<file path="src/hw/rtl/lrc_pkg.sv">
`default_nettype none

package lrc_pkg;

	// Width of one element and of each fetched word
	localparam int ELEM_BITS = 32;

	// Residual chunks: 2, 4, 8 and 16 bits, one for each bit of the line count
	localparam int CHUNK_COUNT = 4;
	localparam int BASE_BITS = 2;

	// Line count code of a block stored without compression
	localparam logic [3:0] LINE_CODE_RAW = 4'hf;

	typedef logic [CHUNK_COUNT-1:0][ELEM_BITS-1:0] chunk_words_t;

endpackage

`default_nettype wire

</file>
<file path="src/hw/rtl/lrc_resid_extract.sv">
`default_nettype none

module lrc_resid_extract (
	input  wire logic [3:0]                   line_count_code,
	input  wire logic [7:0]                   block_offset,
	input  wire lrc_pkg::chunk_words_t        chunk_words,
	input  wire logic [lrc_pkg::ELEM_BITS-1:0] raw_word,
	output logic      [lrc_pkg::ELEM_BITS-1:0] resid
);
	import lrc_pkg::*;

	logic [3:0] line_count;
	logic [CHUNK_COUNT-1:0][ELEM_BITS-1:0] part;

	// Line count is the code plus one; the raw code wraps to zero here and is
	// handled on its own below
	assign line_count = line_count_code + 4'd1;

	// Gather one field for each chunk present in the line count
	for (genvar k = 0; k < CHUNK_COUNT; k++) begin : g_chunk
		localparam int NB = BASE_BITS << k;
		localparam logic [3:0] LOW_MASK = 4'((1 << k) - 1);
		localparam logic [3:0] OWN_BIT = 4'(1 << k);

		logic [4:0]    sel_shift;
		logic [3:0]    lower_bits;
		logic [NB-1:0] field;
		logic          top_chunk;
		logic [ELEM_BITS-1:0] field_ext;

		always_comb begin
			// Sub-slot is the offset divided by 16 << k; the field starts at sub-slot times its width
			sel_shift  = 5'(block_offset >> (4 + k)) << (k + 1);
			field      = chunk_words[k][sel_shift +: NB];
			top_chunk  = (line_count & ~LOW_MASK) == OWN_BIT;
			lower_bits = 4'(5'(line_count & LOW_MASK) << 1);
			field_ext  = ELEM_BITS'(field);
			// Sign-extend the highest chunk only
			if (top_chunk && field[NB-1]) begin
				field_ext = field_ext | ~ELEM_BITS'({NB{1'b1}});
			end
			if (line_count[k]) begin
				part[k] = field_ext << lower_bits;
			end else begin
				part[k] = '0;
			end
		end
	end

	// Merge the fields, or pass the raw word for an uncompressed block
	always_comb begin
		resid = '0;
		if (line_count_code == LINE_CODE_RAW) begin
			resid = raw_word;
		end else begin
			for (int i = 0; i < CHUNK_COUNT; i++) begin
				resid = resid | part[i];
			end
		end
	end

endmodule

`default_nettype wire

</file>
<file path="src/hw/rtl/lrc_element_decode.sv">
`default_nettype none

// Channel   Handshake             Word
// input     in_valid / in_stall   position, line count, parameters, residual words
// output    out_valid / out_stall element_value
//
// Three register stages: field gather and parameter scaling, slope times
// position, final add. One word enters per cycle unless in_stall is high.
// Reset clears only the stage valid bits; the payload registers are not reset.
// A stall on the output holds the last stage; earlier stages keep filling any
// empty slot, so in_stall rises only when all three stages hold a word.

module lrc_element_decode #(
	parameter int WORD_BITS = 32
) (
	input  wire logic        clk,
	input  wire logic        arst_n,

	input  wire logic        in_valid,
	output logic             in_stall,
	input  wire logic [8:0]  position_in_pair,
	input  wire logic [3:0]  line_count_code,
	input  wire logic [31:0] intercept_code,
	input  wire logic [15:0] slope_code,
	input  wire logic [1:0]  intercept_shift,
	input  wire logic [1:0]  slope_shift,
	input  wire logic [31:0] word_two_bit,
	input  wire logic [31:0] word_four_bit,
	input  wire logic [31:0] word_eight_bit,
	input  wire logic [31:0] word_sixteen_bit,
	input  wire logic [31:0] raw_word,

	output logic             out_valid,
	input  wire logic        out_stall,
	output logic [31:0]      element_value
);
	import lrc_pkg::*;

	chunk_words_t         chunk_words;
	logic [ELEM_BITS-1:0] resid;
	logic [WORD_BITS-1:0] icpt_ext;
	logic [WORD_BITS-1:0] slope_ext;

	logic adv_s1, adv_s2, adv_s3;
	logic v_s1, v_s2, v_s3;

	logic [WORD_BITS-1:0] icpt_s1, slope_s1;
	logic [8:0]           pos_s1;
	logic [ELEM_BITS-1:0] resid_s1;

	logic [WORD_BITS-1:0] icpt_s2, prod_s2;
	logic [ELEM_BITS-1:0] resid_s2;

	logic [ELEM_BITS-1:0] sum_s3;

	// Advance a stage when it is empty or the next one advances
	assign adv_s3   = !v_s3 || !out_stall;
	assign adv_s2   = !v_s2 || adv_s3;
	assign adv_s1   = !v_s1 || adv_s2;
	assign in_stall = !adv_s1;

	assign chunk_words[0] = word_two_bit;
	assign chunk_words[1] = word_four_bit;
	assign chunk_words[2] = word_eight_bit;
	assign chunk_words[3] = word_sixteen_bit;

	lrc_resid_extract u_resid (
		.line_count_code (line_count_code),
		.block_offset    (position_in_pair[7:0]),
		.chunk_words     (chunk_words),
		.raw_word        (raw_word),
		.resid           (resid)
	);

	// Sign-extend both parameters to the datapath width
	assign icpt_ext  = WORD_BITS'(signed'(intercept_code));
	assign slope_ext = WORD_BITS'(signed'(slope_code));

	// Stage valid bits
	always_ff @(posedge clk or negedge arst_n) begin
		if (!arst_n) begin
			v_s1 <= 1'b0;
			v_s2 <= 1'b0;
			v_s3 <= 1'b0;
		end else begin
			if (adv_s1) begin
				v_s1 <= in_valid;
			end
			if (adv_s2) begin
				v_s2 <= v_s1;
			end
			if (adv_s3) begin
				v_s3 <= v_s2;
			end
		end
	end

	// Stage 1: scale parameters, hold the gathered residual
	always_ff @(posedge clk) begin
		if (adv_s1 && in_valid) begin
			icpt_s1  <= icpt_ext << {intercept_shift, 3'b000};
			slope_s1 <= slope_ext << {slope_shift, 3'b000};
			pos_s1   <= position_in_pair;
			resid_s1 <= resid;
		end
	end

	// Stage 2: slope times position, wrapping
	always_ff @(posedge clk) begin
		if (adv_s2 && v_s1) begin
			prod_s2  <= slope_s1 * WORD_BITS'(pos_s1);
			icpt_s2  <= icpt_s1;
			resid_s2 <= resid_s1;
		end
	end

	// Stage 3: prediction plus residual, keep the low element bits
	always_ff @(posedge clk) begin
		if (adv_s3 && v_s2) begin
			sum_s3 <= ELEM_BITS'(icpt_s2 + prod_s2 + WORD_BITS'(resid_s2));
		end
	end

	assign out_valid     = v_s3;
	assign element_value = sum_s3;

`ifndef NO_ASSERTIONS
	a_stall_only_full: assert property (@(posedge clk) disable iff (!arst_n)
		in_stall |-> (v_s1 && v_s2 && v_s3 && out_stall))
		else $error("input stalled with an empty stage");

	a_accept_fills_s1: assert property (@(posedge clk) disable iff (!arst_n)
		(in_valid && !in_stall) |=> v_s1)
		else $error("accepted word missing from stage 1");

	a_s2_moves_on: assert property (@(posedge clk) disable iff (!arst_n)
		(v_s2 && adv_s3) |=> v_s3)
		else $error("word lost between stage 2 and stage 3");

	a_s1_held: assert property (@(posedge clk) disable iff (!arst_n)
		(v_s1 && !adv_s1) |=> (v_s1 && $stable(icpt_s1) && $stable(resid_s1)))
		else $error("stage 1 word changed while blocked");
`endif

endmodule

`default_nettype wire

</file>
<file path="config.mk">
export PLATFORM = sky130hd
export DESIGN_NAME = lrc_element_decode
export DESIGN_NICKNAME = d
export VERILOG_FILES = /design/src/hw/rtl/lrc_pkg.sv /design/src/hw/rtl/lrc_resid_extract.sv /design/src/hw/rtl/lrc_element_decode.sv
export SDC_FILE = /design/constraint.sdc
export NUM_CORES = 1
export LEC_CHECK = 0
export ABC_CLOCK_PERIOD_IN_PS = 6700
export BUFFER_PORTS_ARGS = -buffer_cell sky130_fd_sc_hd__buf_2
export CORE_MARGIN = 2
export CORE_UTILIZATION = 55
export DETAILED_ROUTE_END_ITERATION = 10
export GPL_ROUTABILITY_DRIVEN = 0
export MAX_ROUTING_LAYER = met4
export PLACE_DENSITY = 0.8
export RECOVER_POWER = 25
export SETUP_SLACK_MARGIN = 0.15
export SYNTH_ARGS = -nofsm -noshare
export SYNTH_HDL_FRONTEND = slang
export SYNTH_SLANG_ARGS = --single-unit
</file>
<file path="constraint.sdc">
create_clock -name clk -period 6.7 [get_ports clk]
set_clock_uncertainty 0.05 [all_clocks]
set_input_delay 0.67 -clock clk [delete_from_list [all_inputs] [get_ports clk]]
set_output_delay 0.67 -clock clk [all_outputs]
set_load 0.05 [all_outputs]
</file>
==> impl_metrics.py <==
metrics = {
    "critical_path": {
        "path_class": "flop to flop",
        "cpMaxStageDelayCell": "edfxtp_1",
        "critical_path.startpoint": "pos_s1[3]$_DFFE_PP_",
        "cp.arrival_ns": 6.19,
        "start_kind": "flop",
        "rrSetupSlack_ns": 0.75,
        "cp_common_cell": "fa_1",
        "max_stage_delay_ns": 1.06,
        "r2r-end": "prod_s2[28]$_DFFE_PP_",
        "crit_chain": "nand2_1 -> fa_1 -> fa_1 -> fa_1 -> fa_1 -> inv_1 -> ha_1 -> a21oi_1 -> o21ai_0 -> a2bb2oi_1 -> a31oi_1 -> a311oi_1 -> o41ai_1 -> a21oi_1 -> xnor2_1",
        "r2r_cells": 15,
        "path_delay_family": "adder cells",
        "worstPathRequired_ns": 6.94,
        "crit_buf_inv": 1,
        "cp-end-kind": "flop",
        "timing.rr.start": "pos_s1[3]$_DFFE_PP_",
        "crit_fanout": 29,
    },
    "drt": {
        "wirelength_um": 50400,
        "first_pass_iters": 5,
        "vias": 14156,
        "drc": 0,
        "first_iter_violations": 1121,
        "wl_per_cell_um": 20.7,
        "vias_per_cell": 5.83,
        "final_antenna_net_count": 0,
    },
    "synthesis": {
        "postSynth.asyncResetShare_pct": 1.27,
        "synth_common_cells": "237 x nand2_1, 233 x edfxtp_1, 211 x fa_1",
        "synth.most_common_cell": "nand2_1",
        "synth_top_area_share_pct": 36.0,
        "yosysTopAreaCell": "edfxtp_1",
        "synth-adder-area-share_pct": 26.3,
        "synth-seq-area-share_pct": 36.3,
        "syn_avg_cell_area_um2": 11.2,
        "syn_area_mm2": 0.0195,
        "synth_simple_gate_area_share_pct": 12.6,
        "synth_compound_area_share_pct": 9.47,
        "ys_top_cells_by_area": "edfxtp_1 36%, fa_1 22%, ha_1 4.6%",
        "ys_types": 66,
        "synth_top_family_by_area": "adder cells",
        "synthMuxAreaShare_pct": 7.10,
        "synth-xor-area-share_pct": 3.20,
        "synth_seq_cells": 236,
        "synthCells": 1742,
        "synthFlopType": "edfxtp_1",
        "synth_edf_count": 233,
        "synth_nets": 2254,
        "yosys_warnings": 0,
    },
    "job": {
        "maxCapViolCount": 1,
    },
    "placement": {
        "port_buffers": 262,
        "dpl.hpwl_um": 40100,
        "place_area_mm2": 0.0211,
    },
    "global_routing": {
        "grt_pass1_vias": 14387,
        "grt-ovfl-total": 0,
        "grt_pass1_wl_um": 77900,
        "antenna_found_initial": 1,
        "grt_max_degree": 86,
        "grt_use_total_pct": 29.0,
    },
    "sta": {
        "min_period_over_period_pct": 88.7,
        "tightestPinTransition_ns": 2.13,
        "grt_setup_unrepaired": "false",
        "relSlewSlack_pct": -41.8,
        "report.final.setup_viol": 0,
        "final-max-slew-violation-count": 35,
        "whs_ns": 0.267,
        "fmax_mhz": 168,
        "hold_viol": 0,
        "setup_tns_ns": 0,
        "finalCriticalPeriod_ns": 5.95,
    },
    "cts": {
        "cts_buffer_depth": 3,
        "clock-sinks": 236,
        "root_buffer": "clkbuf_16",
        "cts_tree": "done",
        "cts_max_level": 1,
        "clk_latency_ns": 0.54,
        "cts_buffers": 25,
        "postCtsSetupRepairBufs": 0,
        "clkSlewWorstSetupHoldPaths_ns": 0.06,
        "cts_resized": 0,
    },
    "pwr": {
        "powerDensity_mw_per_mm2": 439,
        "total_power_uw": 9620,
        "leakagePower_uw": 0.00899,
        "ir_drop_mv": 0.306,
    },
    "final_layout": {
        "design_area_mm2": 0.0219,
        "final_nets": 2467,
        "drive_above_1_share_pct": 18.2,
        "final-seq-area_mm2": 0.00707,
        "area_growth_pct": 12.6,
        "multi_input_area_mm2": 0.0115,
        "fillers": 2717,
        "fin_util_pct": 63.1,
    },
    "min_path": {
        "min_path_cells": 1,
        "hold_class": "input port to flop",
        "hold-path-endpoint": "pos_s1[2]$_DFFE_PP_",
        "hp-start": "position_in_pair[2]",
    },
    "die": {
        "initial_core_util_pct": 56.0,
        "dieHeight_um": 192,
        "die_w_um": 192,
        "rows": 68,
        "core_mm2": 0.0347,
        "die_area_mm2": 0.0369,
        "boundaryPins": 263,
    },
    "status": {
        "violations": "capacitance limit, slew limit",
        "status": "finished, violations left",
    },
}
[logic make-up after synthesis]
| kind of cell | after synthesis |
|---|---|
| AOI/OAI and AO/OA | 292 |
| xor gates and xnor gates | 71 |
| adders and majority gates | 283 |
| buffers and inverters | 250 |
| DFF | 236 |
| muxes | 88 |
| and+or+nand+nor | 522 |
[cell type report]
class	instances	share of cell area (%)
clock inverter	14	0.788
timing repair buffer	272	6.29
multi-input combinational	1256	52.3
antenna	1	0.0114
sequential	236	32.3
inverter	164	2.81
tap	455	2.60
clock buffer	32	2.97
[layer usage]
metal / vias up / track usage [%] / wire [um]
met5: - / - / 0
met4: 0 / 14.6 / 2790
met3: 125 / 2.81 / 3240
met2: 701 / 49.6 / 25600
met1: 6945 / 34.3 / 18800
li1: 6385 / - / -
[power by group]
group | internal (uW) | switching, uW
registers | 2270 | 234
logic | 2370 | 3370
clock network | 812 | 568
total | 5450 | 4170
[worst max-delay path by stage]
stage	cells after the start	to	slack [ns]
floorplan	17	prod_s2[30]$_DFFE_PP_	1.55
global placement	15	prod_s2[21]$_DFFE_PP_	1.0
detailed placement	15	prod_s2[30]$_DFFE_PP_	0.90
CTS	15	prod_s2[21]$_DFFE_PP_	0.88
global route	15	prod_s2[21]$_DFFE_PP_	0.51
finish	15	prod_s2[28]$_DFFE_PP_	0.75
[flip-flops by register name, indices dropped and copies added (netlist names)]
name           count
v_s1               1
icpt_s1           32
resid_s2          32
prod_s2           32
icpt_s2           32
v_s2               1
resid_s1          32
out_valid          1
pos_s1             9
element_value     32
slope_s1          32
[worst reg2reg max path, stage by stage (launching register included)]
cell and delay (ns):
edfxtp_1 1.06, nand2_1 0.25, fa_1 0.56, fa_1 0.58
fa_1 0.45, fa_1 0.55, inv_1 0.06, ha_1 0.38
a21oi_1 0.12, o21ai_0 0.29, a2bb2oi_1 0.12, a31oi_1 0.33
a311oi_1 0.21, o41ai_1 0.41, a21oi_1 0.16, xnor2_1 0.14
[placed cells by master (no fill, tap or decap), types with 15 or more instances in the layout]
cell type / count
buf_2: 253
nor2_1: 90
mux2i_1: 42
and2_1: 114
o21ai_0: 57
a21oi_1: 109
fa_1: 211
xnor2_1: 57
nand2_1: 237
inv_1: 163
mux4_2: 30
clkbuf_16: 25
edfxtp_1: 233
a21o_1: 24
ha_1: 72
clkbuf_1: 15
[through the flow]
stage,instances,setup slack (ns)
after global placement,2382,0.995
after CTS,2429,0.882
after detailed placement,2382,0.900
after floorplan,1742,1.55
after global routing,2430,0.505
final,2430,0.755
[repair_timing]
item	4_1_cts	5_1_grt
hold buffers	1	0
hold endpoints to repair	3	0
setup endpoints to repair	0	0
(Power assumes the default switching activity.)
